**config.mk**
```make
export PLATFORM = sky130hd
export DESIGN_NAME = sha256_hash_engine_unit
export DESIGN_NICKNAME = d
export VERILOG_FILES = /design/src/sha256_pkg.sv /design/src/sha256_hash_engine_unit.sv
export SDC_FILE = /design/constraint.sdc
export NUM_CORES = 2
export LEC_CHECK = 0
export BUFFER_PORTS_ARGS = -buffer_cell sky130_fd_sc_hd__buf_2
export CELL_PAD_IN_SITES_DETAIL_PLACEMENT = 1
export CELL_PAD_IN_SITES_GLOBAL_PLACEMENT = 1
export CORE_MARGIN = 2
export CORE_UTILIZATION = 54
export CTS_BUF_LIST = sky130_fd_sc_hd__clkbuf_8
export DETAILED_ROUTE_END_ITERATION = 10
export PLACE_DENSITY_LB_ADDON = 0.1
export SYNTH_ARGS = -nofsm -noshare
export SYNTH_HDL_FRONTEND = slang
export SYNTH_SLANG_ARGS = --single-unit
```
**constraint.sdc**
```tcl
create_clock -name clk -period 36.3 [get_ports clk]
set_clock_uncertainty 0.1 [all_clocks]
set_input_delay 3.63 -clock clk [delete_from_list [all_inputs] [get_ports clk]]
set_output_delay 3.63 -clock clk [all_outputs]
set_load 0.03 [all_outputs]
```
**src/sha256_pkg.sv**
```systemverilog
// Package for the SHA-256 hash engine: sequencer state type, round constants,
// initial hash values and the sigma functions.
// No dependencies.
package sha256_pkg;

  localparam int NUM_ROUNDS  = 64;
  localparam int BLOCK_WORDS = 16;
  localparam int NUM_HASH    = 8;
  localparam int PAD_LEN_POS = 56;
  localparam logic [7:0] PAD_BYTE = 8'h80;

  typedef logic [31:0] word_t;

  // Sequencer states, one-hot coded.
  typedef enum logic [4:0] {
    ST_IDLE  = 5'b00001,
    ST_ROUND = 5'b00010,
    ST_FOLD  = 5'b00100,
    ST_PAD   = 5'b01000,
    ST_OUT   = 5'b10000
  } state_t;

  localparam word_t INIT_H [NUM_HASH] = '{
    32'h6a09e667, 32'hbb67ae85, 32'h3c6ef372, 32'ha54ff53a,
    32'h510e527f, 32'h9b05688c, 32'h1f83d9ab, 32'h5be0cd19
  };

  // Rotate right by a constant amount.
  function automatic word_t ror(input word_t x, input int n);
    return (x >> n) | (x << (32 - n));
  endfunction

  function automatic word_t big_sigma0(input word_t x);
    return ror(x, 2) ^ ror(x, 13) ^ ror(x, 22);
  endfunction

  function automatic word_t big_sigma1(input word_t x);
    return ror(x, 6) ^ ror(x, 11) ^ ror(x, 25);
  endfunction

  function automatic word_t small_sigma0(input word_t x);
    return ror(x, 7) ^ ror(x, 18) ^ (x >> 3);
  endfunction

  function automatic word_t small_sigma1(input word_t x);
    return ror(x, 17) ^ ror(x, 19) ^ (x >> 10);
  endfunction

  // Round constant table.
  function automatic word_t round_k(input logic [5:0] t);
    word_t k;
    case (t)
      6'd0:  k = 32'h428a2f98;  6'd1:  k = 32'h71374491;
      6'd2:  k = 32'hb5c0fbcf;  6'd3:  k = 32'he9b5dba5;
      6'd4:  k = 32'h3956c25b;  6'd5:  k = 32'h59f111f1;
      6'd6:  k = 32'h923f82a4;  6'd7:  k = 32'hab1c5ed5;
      6'd8:  k = 32'hd807aa98;  6'd9:  k = 32'h12835b01;
      6'd10: k = 32'h243185be;  6'd11: k = 32'h550c7dc3;
      6'd12: k = 32'h72be5d74;  6'd13: k = 32'h80deb1fe;
      6'd14: k = 32'h9bdc06a7;  6'd15: k = 32'hc19bf174;
      6'd16: k = 32'he49b69c1;  6'd17: k = 32'hefbe4786;
      6'd18: k = 32'h0fc19dc6;  6'd19: k = 32'h240ca1cc;
      6'd20: k = 32'h2de92c6f;  6'd21: k = 32'h4a7484aa;
      6'd22: k = 32'h5cb0a9dc;  6'd23: k = 32'h76f988da;
      6'd24: k = 32'h983e5152;  6'd25: k = 32'ha831c66d;
      6'd26: k = 32'hb00327c8;  6'd27: k = 32'hbf597fc7;
      6'd28: k = 32'hc6e00bf3;  6'd29: k = 32'hd5a79147;
      6'd30: k = 32'h06ca6351;  6'd31: k = 32'h14292967;
      6'd32: k = 32'h27b70a85;  6'd33: k = 32'h2e1b2138;
      6'd34: k = 32'h4d2c6dfc;  6'd35: k = 32'h53380d13;
      6'd36: k = 32'h650a7354;  6'd37: k = 32'h766a0abb;
      6'd38: k = 32'h81c2c92e;  6'd39: k = 32'h92722c85;
      6'd40: k = 32'ha2bfe8a1;  6'd41: k = 32'ha81a664b;
      6'd42: k = 32'hc24b8b70;  6'd43: k = 32'hc76c51a3;
      6'd44: k = 32'hd192e819;  6'd45: k = 32'hd6990624;
      6'd46: k = 32'hf40e3585;  6'd47: k = 32'h106aa070;
      6'd48: k = 32'h19a4c116;  6'd49: k = 32'h1e376c08;
      6'd50: k = 32'h2748774c;  6'd51: k = 32'h34b0bcb5;
      6'd52: k = 32'h391c0cb3;  6'd53: k = 32'h4ed8aa4a;
      6'd54: k = 32'h5b9cca4f;  6'd55: k = 32'h682e6ff3;
      6'd56: k = 32'h748f82ee;  6'd57: k = 32'h78a5636f;
      6'd58: k = 32'h84c87814;  6'd59: k = 32'h8cc70208;
      6'd60: k = 32'h90befffa;  6'd61: k = 32'ha4506ceb;
      6'd62: k = 32'hbef9a3f7;  6'd63: k = 32'hc67178f2;
      default: k = '0;
    endcase
    return k;
  endfunction

endpackage

```
**src/sha256_hash_engine_unit.sv**
```systemverilog
// SHA-256 hash engine: byte input, padding, round sequencer and digest output.
// Depends on sha256_pkg.
//
// Usage:
// - Input channel: one word per handshake carries an optional message byte
//   (in_has_byte) and an end-of-message flag (in_last). Bytes fill a 64-byte
//   block big-endian. A word with neither a byte nor last changes nothing.
// - A byte word is taken while the engine is idle. The word that completes a
//   block then holds in_stall high through 64 rounds of the shared round
//   unit, one per cycle, and a fold of the working variables into the chain
//   value; no new byte is taken until the fold is done.
// - On a word with in_last set the block pads the message. Each padding
//   block is filled, run through 64 rounds and folded; one or two are
//   needed before the digest appears (after the rounds and fold of the
//   last word's own block, if that word also completed a block).
// - Output channel: one word holding the eight digest words. It stays on the
//   ports while out_stall is high; no new input word is accepted until it
//   has been taken, after which the engine is ready for the next message.
// - Reset (synchronous, rst_n low) loads the initial hash values, clears the
//   length count and returns the sequencer to idle; no result is pending.
module sha256_hash_engine_unit
  import sha256_pkg::*;
(
  input  logic        clk,
  input  logic        rst_n,
  input  logic        in_valid,
  output logic        in_stall,
  input  logic [7:0]  in_data_byte,
  input  logic        in_has_byte,
  input  logic        in_last,
  output logic        out_valid,
  input  logic        out_stall,
  output logic [31:0] out_digest_word0,
  output logic [31:0] out_digest_word1,
  output logic [31:0] out_digest_word2,
  output logic [31:0] out_digest_word3,
  output logic [31:0] out_digest_word4,
  output logic [31:0] out_digest_word5,
  output logic [31:0] out_digest_word6,
  output logic [31:0] out_digest_word7
);

  localparam logic [5:0] RND_LAST = 6'(NUM_ROUNDS - 1);
  localparam logic [5:0] POS_LAST = 6'(BLOCK_WORDS * 4 - 1);

  // Control state.
  state_t      state_r, state_nxt;
  logic [5:0]  rnd_r, rnd_nxt;
  logic        fin_r, fin_nxt;        // message closed, padding still owed
  logic        pad80_r, pad80_nxt;    // pad byte already placed
  logic        lendone_r, lendone_nxt; // length placed in the current block
  logic [60:0] cnt_r, cnt_nxt;        // message length in bytes
  word_t       chain_r [NUM_HASH];
  word_t       chain_nxt [NUM_HASH];

  // Datapath registers: block window doubles as the message schedule.
  word_t win_r [BLOCK_WORDS];
  word_t win_nxt [BLOCK_WORDS];
  word_t wv_r [NUM_HASH];
  word_t wv_nxt [NUM_HASH];

  logic [5:0]  pos;
  logic [63:0] len_bits;
  word_t       t1, t2, ch, maj, w_new;

  assign pos      = cnt_r[5:0];
  assign len_bits = {cnt_r, 3'b000};

  // Shared round unit and schedule expansion.
  always_comb begin
    ch    = (wv_r[4] & wv_r[5]) ^ (~wv_r[4] & wv_r[6]);
    maj   = (wv_r[0] & wv_r[1]) ^ (wv_r[0] & wv_r[2]) ^ (wv_r[1] & wv_r[2]);
    t1    = wv_r[7] + big_sigma1(wv_r[4]) + ch + round_k(rnd_r) + win_r[0];
    t2    = big_sigma0(wv_r[0]) + maj;
    w_new = small_sigma1(win_r[14]) + win_r[9] + small_sigma0(win_r[1]) + win_r[0];
  end

  // Sequencer and next-state logic.
  always_comb begin
    state_nxt   = state_r;
    rnd_nxt     = rnd_r;
    fin_nxt     = fin_r;
    pad80_nxt   = pad80_r;
    lendone_nxt = lendone_r;
    cnt_nxt     = cnt_r;
    chain_nxt   = chain_r;
    win_nxt     = win_r;
    wv_nxt      = wv_r;

    case (state_r)
      ST_IDLE: begin
        if (in_valid) begin
          if (in_has_byte) begin
            win_nxt[pos[5:2]][{~pos[1:0], 3'b000} +: 8] = in_data_byte;
            cnt_nxt = cnt_r + 61'd1;
          end
          if (in_has_byte && (pos == POS_LAST)) begin
            // Block full: start the rounds, finish the message afterwards.
            fin_nxt   = in_last;
            wv_nxt    = chain_r;
            rnd_nxt   = '0;
            state_nxt = ST_ROUND;
          end else if (in_last) begin
            state_nxt = ST_PAD;
          end
        end
      end

      ST_PAD: begin
        // Pad byte after the message, zero fill, and the length if it fits.
        for (int b = 0; b < BLOCK_WORDS * 4; b++) begin
          if (pad80_r || (6'(b) > pos)) begin
            win_nxt[b / 4][(3 - (b % 4)) * 8 +: 8] = '0;
          end else if (6'(b) == pos) begin
            win_nxt[b / 4][(3 - (b % 4)) * 8 +: 8] = PAD_BYTE;
          end
        end
        if (pad80_r || (pos < 6'(PAD_LEN_POS))) begin
          win_nxt[BLOCK_WORDS - 2] = len_bits[63:32];
          win_nxt[BLOCK_WORDS - 1] = len_bits[31:0];
          lendone_nxt = 1'b1;
        end
        pad80_nxt = 1'b1;
        fin_nxt   = 1'b1;
        wv_nxt    = chain_r;
        rnd_nxt   = '0;
        state_nxt = ST_ROUND;
      end

      ST_ROUND: begin
        wv_nxt[7] = wv_r[6];
        wv_nxt[6] = wv_r[5];
        wv_nxt[5] = wv_r[4];
        wv_nxt[4] = wv_r[3] + t1;
        wv_nxt[3] = wv_r[2];
        wv_nxt[2] = wv_r[1];
        wv_nxt[1] = wv_r[0];
        wv_nxt[0] = t1 + t2;
        // The window slides by one word and takes the next schedule word.
        for (int i = 0; i < BLOCK_WORDS - 1; i++) begin
          win_nxt[i] = win_r[i + 1];
        end
        win_nxt[BLOCK_WORDS - 1] = w_new;
        rnd_nxt = rnd_r + 6'd1;
        if (rnd_r == RND_LAST) begin
          state_nxt = ST_FOLD;
        end
      end

      ST_FOLD: begin
        for (int i = 0; i < NUM_HASH; i++) begin
          chain_nxt[i] = chain_r[i] + wv_r[i];
        end
        if (lendone_r) begin
          state_nxt = ST_OUT;
        end else if (fin_r) begin
          state_nxt = ST_PAD;
        end else begin
          state_nxt = ST_IDLE;
        end
      end

      ST_OUT: begin
        if (!out_stall) begin
          chain_nxt   = INIT_H;
          cnt_nxt     = '0;
          fin_nxt     = 1'b0;
          pad80_nxt   = 1'b0;
          lendone_nxt = 1'b0;
          state_nxt   = ST_IDLE;
        end
      end

      default: begin
        state_nxt = ST_IDLE;
      end
    endcase
  end

  // Control registers.
  always_ff @(posedge clk) begin
    if (!rst_n) begin
      state_r   <= ST_IDLE;
      rnd_r     <= '0;
      fin_r     <= 1'b0;
      pad80_r   <= 1'b0;
      lendone_r <= 1'b0;
      cnt_r     <= '0;
      chain_r   <= INIT_H;
    end else begin
      state_r   <= state_nxt;
      rnd_r     <= rnd_nxt;
      fin_r     <= fin_nxt;
      pad80_r   <= pad80_nxt;
      lendone_r <= lendone_nxt;
      cnt_r     <= cnt_nxt;
      chain_r   <= chain_nxt;
    end
  end

  // Datapath registers.
  always_ff @(posedge clk) begin
    win_r <= win_nxt;
    wv_r  <= wv_nxt;
  end

  // Handshake and digest outputs.
  assign in_stall  = (state_r != ST_IDLE);
  assign out_valid = (state_r == ST_OUT);

  assign out_digest_word0 = chain_r[0];
  assign out_digest_word1 = chain_r[1];
  assign out_digest_word2 = chain_r[2];
  assign out_digest_word3 = chain_r[3];
  assign out_digest_word4 = chain_r[4];
  assign out_digest_word5 = chain_r[5];
  assign out_digest_word6 = chain_r[6];
  assign out_digest_word7 = chain_r[7];

endmodule

```
# --- Word level (Yosys, flattened, before mapping) ---
# Memories as Yosys holds them, arrays and structs flattened. A register that Yosys moved wholly into a read port is not among the register bits.
# Cells that the tools add are included.
totals:
  register_bits: 1099
  romBits: 2048
  input_bits: 14
  out_inout_bits: 258
  wordCells: 656
  memories: 1
op_classes:
  add_sub_neg: 21
  n_lt_le_gt_ge: 67
  eq_ne: 142
  shift: 2
  muxes: 164
  n_bitwise: 29
  n_reduce_logical: 144
mem_list:
  columns: ["memory", "words", "width", "read_ports", "rd_clocked_by_memory_dff", "wr", "line", "rtl"]
  rows:
  - ["(no name shown)", 64, 32, 1, 1, 0, "sha256_pkg.sv:52", "case (t)"]
ops:
  columns: ["cell", "count"]
  rows:
  - ["$pmux 512 s3", 1]
  - ["$mux 512", 2]
  - ["$mux 8", 128]
  - ["$mux 256", 3]
  - ["$pmux 256 s3", 1]
  - ["$add 32x32->32", 18]
  - ["$bwmux 512", 1]
  - ["$pmux 256 s2", 1]
  - ["$xor 32x32->32", 9]
  - ["$reduce_and 4->1", 67]
  - ["$eq 6x6->1 const A", 32]
  - ["$gt 6x6->1 const A", 32]
  - ["$mux 61", 3]
  - ["$ne 3x3->1 const B", 57]
  - ["$and 32x32->32", 5]
  - ["$demux 32 s4", 1]
  - ["$pmux 61 s2", 1]
  - ["$eq 5x6->1 const A", 16]
  - ["$gt 5x6->1 const A", 16]
  - ["$logic_or 1x1->1", 65]
  - ["$mux 64", 1]
  - ["$add 61x1->61 const B", 1]
  - ["$eq 4x6->1 const A", 8]
  - ["$gt 4x6->1 const A", 8]
  - ["52 further kinds", 92]

# --- Longest topological paths before layout ---
logic_depth:
  ltp_word: 9
  mapped_depth: 31
  depth_no_buf: 30

# --- Least setup slack after synthesis ---
# Ideal clock, no wire load.
synth_path:
  path_kind: "input port to flip-flop"
  from: "input port in_valid"
  to: "register with a tool-made name"
  setup_time_ns: 0.134
  arrival_ns: 17.480
  required_ns: 36.066
  setup_slack_ns: 18.586
  path_stages: 10
  n_path_buf: 1
  path_cell_list: "nand3b_1 -> a21oi_1 -> o21ai_0 -> clkbuf_1 -> nor2_1 -> a221oi_1 -> nand2_1 -> o21ai_0 -> a211oi_1 -> a31oi_1"
synth_lines:
  columns: ["item", "line", "rtl"]
  rows:
  - ["from (decl)", "sha256_hash_engine_unit.sv:26", "input logic in_valid,"]

==> impl_metrics.env <==
export IMPL_worst_ep_arrival_time_ns=9.21
export IMPL_tightestPinTransition_ns=1.54
export IMPL_status="complete, but fails checks"
export IMPL_grt_usage_pct=44.5
export IMPL_final_max_slew_viol_count=7
export IMPL_cp_common_cell="fa_1"
export IMPL_relSlewSlack_pct=-3.31
export IMPL_synth_edf_count=768
export IMPL_finalNonFillerCells=10300
export IMPL_tritoncts="yes"
export IMPL_min_period_ns=8.63
export IMPL_crit_type="register to register"
export IMPL_vias_per_cell=6.65
export IMPL_fin_setup_tns_ns=0
export IMPL_antenna_found_initial=18
export IMPL_place_port_buffers=271
export IMPL_die_h_um=374
export IMPL_hold_path_class="register to register"
export IMPL_grt_pass1_vias=69300
export IMPL_drive_above_1_share_pct=8.72
export IMPL_dpl_hpwl_mm=234
export IMPL_max_stage_delay_ns=0.60
export IMPL_post_cts_resized=0
export IMPL_wl_mm=319
export IMPL_fin_util_pct=59.5
export IMPL_cp_required_ns=36.88
export IMPL_final_common_cell="nand2_1"
export IMPL_pin_count=272
export IMPL_violations="max-capacitance violations, max-slew violations"
export IMPL_vias=68500
export IMPL_multi_input_area_sq_um=40300
export IMPL_die_w_um=374
export IMPL_max_freq_mhz=116
export IMPL_hold_violations=0
export IMPL_setup_violations=0
export IMPL_drc=0
export IMPL_ant_nets=0
export IMPL_synth_area_sq_um=73800
export IMPL_fin_crit_sh_pct=23.8
export IMPL_crit_path_end_kind="register"
export IMPL_critical_path_max_fanout=7
export IMPL_final_cell_mix="1,572 x nand2_1, 791 x o21ai_0, 768 x edfxtp_1, 512 x inv_1, 508 x nor2_1"
export IMPL_critPathSlowestCell="edfxtp_1"
export IMPL_grt_first_pass_wirelength_mm=463
export IMPL_clockRootBuffer="clkbuf_8"
export IMPL_dp_cells=9902
export IMPL_worst_setup_path_start_kind="register"
export IMPL_post_cts_buffers=0
export IMPL_grt_overflow_total=0
export IMPL_holdBufCountCts=0
export IMPL_insertion_delay_ns=1.03
export IMPL_ys_seq_area_share_pct=41.1
export IMPL_core_area_sq_um=136000
export IMPL_ys_flop_type="edfxtp_1"
export IMPL_grt_max_degree=186
export IMPL_dieArea_sq_um=140000
export IMPL_clkSlewWorstSetupHoldPaths_ns=0.06
export IMPL_synth_seq_cells=1131
export IMPL_ys_warn_count=0
export IMPL_gp_congestion=1.09
export IMPL_drtIter0Drc=7625
export IMPL_firstDrtPassIters=9
export IMPL_start_util_pct=54.4
export IMPL_wl_per_cell_um=31.0
export IMPL_rsz0062_at_grt="false"
export IMPL_area_delta_synth_final_pct=9.39
export IMPL_async_flop_share_pct=0
export IMPL_regArea_sq_um=30300
export IMPL_rows=135
export IMPL_synth_cell_type_count=105
export IMPL_cts_buffers=200
export IMPL_fillCellCount=15700
export IMPL_syn_nets=8780
export IMPL_clockBufferDepth=3
export IMPL_synth_cells=8175
export IMPL_syn_avg_cell_area_sq_um=9.03
export IMPL_nNetsFinal=8937
export IMPL_htreeDepth=4
export IMPL_maxCapViolations=1
export IMPL_clock_sinks=1131
## per-layer routing
metal	track usage, %	up-vias	wire length [um]
met5	0.686	-	210
met4	32.1	14	26600
met3	11.0	1163	32100
met2	69.5	3931	142000
met1	53.7	34100	117000
li1	-	29300	-
## metrics by stage
step	instance area, sq um	worst slack, ns	hold WS (ns)
2_1_floorplan	73800	18.59	0.366
3_3_place_gp	76700	27.95	0.381
3_5_place_dp	76700	27.81	0.406
4_1_cts	80700	27.71	0.415
5_1_grt	80700	27.33	0.442
6_report	80800	27.67	0.411
## path summary, 6_finish.rpt
| path | start | slack, ns | endpoint | depth (start not counted) |
|---|---|---|---|---|
| min reg2reg | out_digest_word7[20] | 0.41 | out_digest_word7[20] | 2 |
| max reg2reg | wv_r[97] | 27.67 | wv_r[254] | 26 |
| max | wv_r[97] | 27.67 | wv_r[254] | 26 |
| min | out_digest_word7[20] | 0.41 | out_digest_word7[20] | 2 |
## worst max-delay path, delay by kind of cell (launching register included)
kind                     cells  cell delay [ns]
AO/OA/AOI/OAI               12             2.93
AND/OR/NAND/NOR              3             0.77
XOR/XNOR                     2             0.47
multiplexers                 1             0.29
buffers and inverters        1             0.05
adder cells (fa/ha/maj)      7             3.12
flip-flops                   1             0.60
## layout make-up
type                    instances  share of cell area, %
clock buffers                 218                   3.72
multi-input cells            6165                   49.9
inverters                     447                   2.08
clock inverters               157                   1.21
repair buffers                387                   2.78
flip-flops and latches       1131                   37.6
diodes                         12                 0.0372
well taps                    1781                   2.76
## synthesized netlist by cell type (14+ instances only)
cell type | count | area (sq um)
nand2_1 | 1575 | 5910
o21ai_0 | 794 | 3970
edfxtp_1 | 768 | 23100
nor2_1 | 514 | 1930
a21oi_1 | 492 | 2460
inv_1 | 440 | 1650
ha_1 | 396 | 4950
xnor2_1 | 383 | 3350
clkbuf_1 | 378 | 1420
dfxtp_1 | 363 | 7270
xor2_1 | 224 | 1960
fa_1 | 195 | 3900
a21o_1 | 150 | 1130
o22ai_1 | 119 | 744
nand3_1 | 104 | 521
a211oi_1 | 90 | 676
nor3_1 | 81 | 405
a22oi_1 | 71 | 533
nand2b_1 | 63 | 394
o21a_1 | 60 | 450
nor2b_1 | 53 | 332
a31oi_1 | 52 | 325
o21bai_1 | 51 | 383
o221ai_1 | 47 | 412
nand4_1 | 42 | 263
o211ai_1 | 42 | 315
or3_1 | 42 | 263
a221oi_1 | 40 | 350
and3_1 | 36 | 225
mux2i_1 | 34 | 340
maj3_1 | 30 | 300
buf_2 | 28 | 140
o31ai_1 | 28 | 210
a32oi_1 | 23 | 201
and2_1 | 21 | 131
a211o_1 | 19 | 166
buf_1 | 19 | 71.3
and4_1 | 17 | 149
nor3b_1 | 17 | 128
a31o_2 | 15 | 131
a222oi_1 | 14 | 140
o2111ai_1 | 14 | 123
or2_2 | 14 | 87.6
## kinds of logic (layout without fill, tap and decap cells)
group | after synthesis | after routing | share of synthesized area [%]
other | 0 | 12 | 0
buffers and inverters | 879 | 1209 | 4.56
multiplexers | 44 | 44 | 0.614
AO/OA/AOI/OAI | 2260 | 2260 | 19.0
XOR/XNOR | 607 | 607 | 7.20
adder cells (fa/ha/maj) | 621 | 621 | 12.4
AND/OR/NAND/NOR | 2633 | 2633 | 15.2
flip-flops | 1131 | 1131 | 41.1
Power is left out: the tool's default activity adds up to more than one toggle a clock period on the data nets, which glitch-free logic cannot reach.
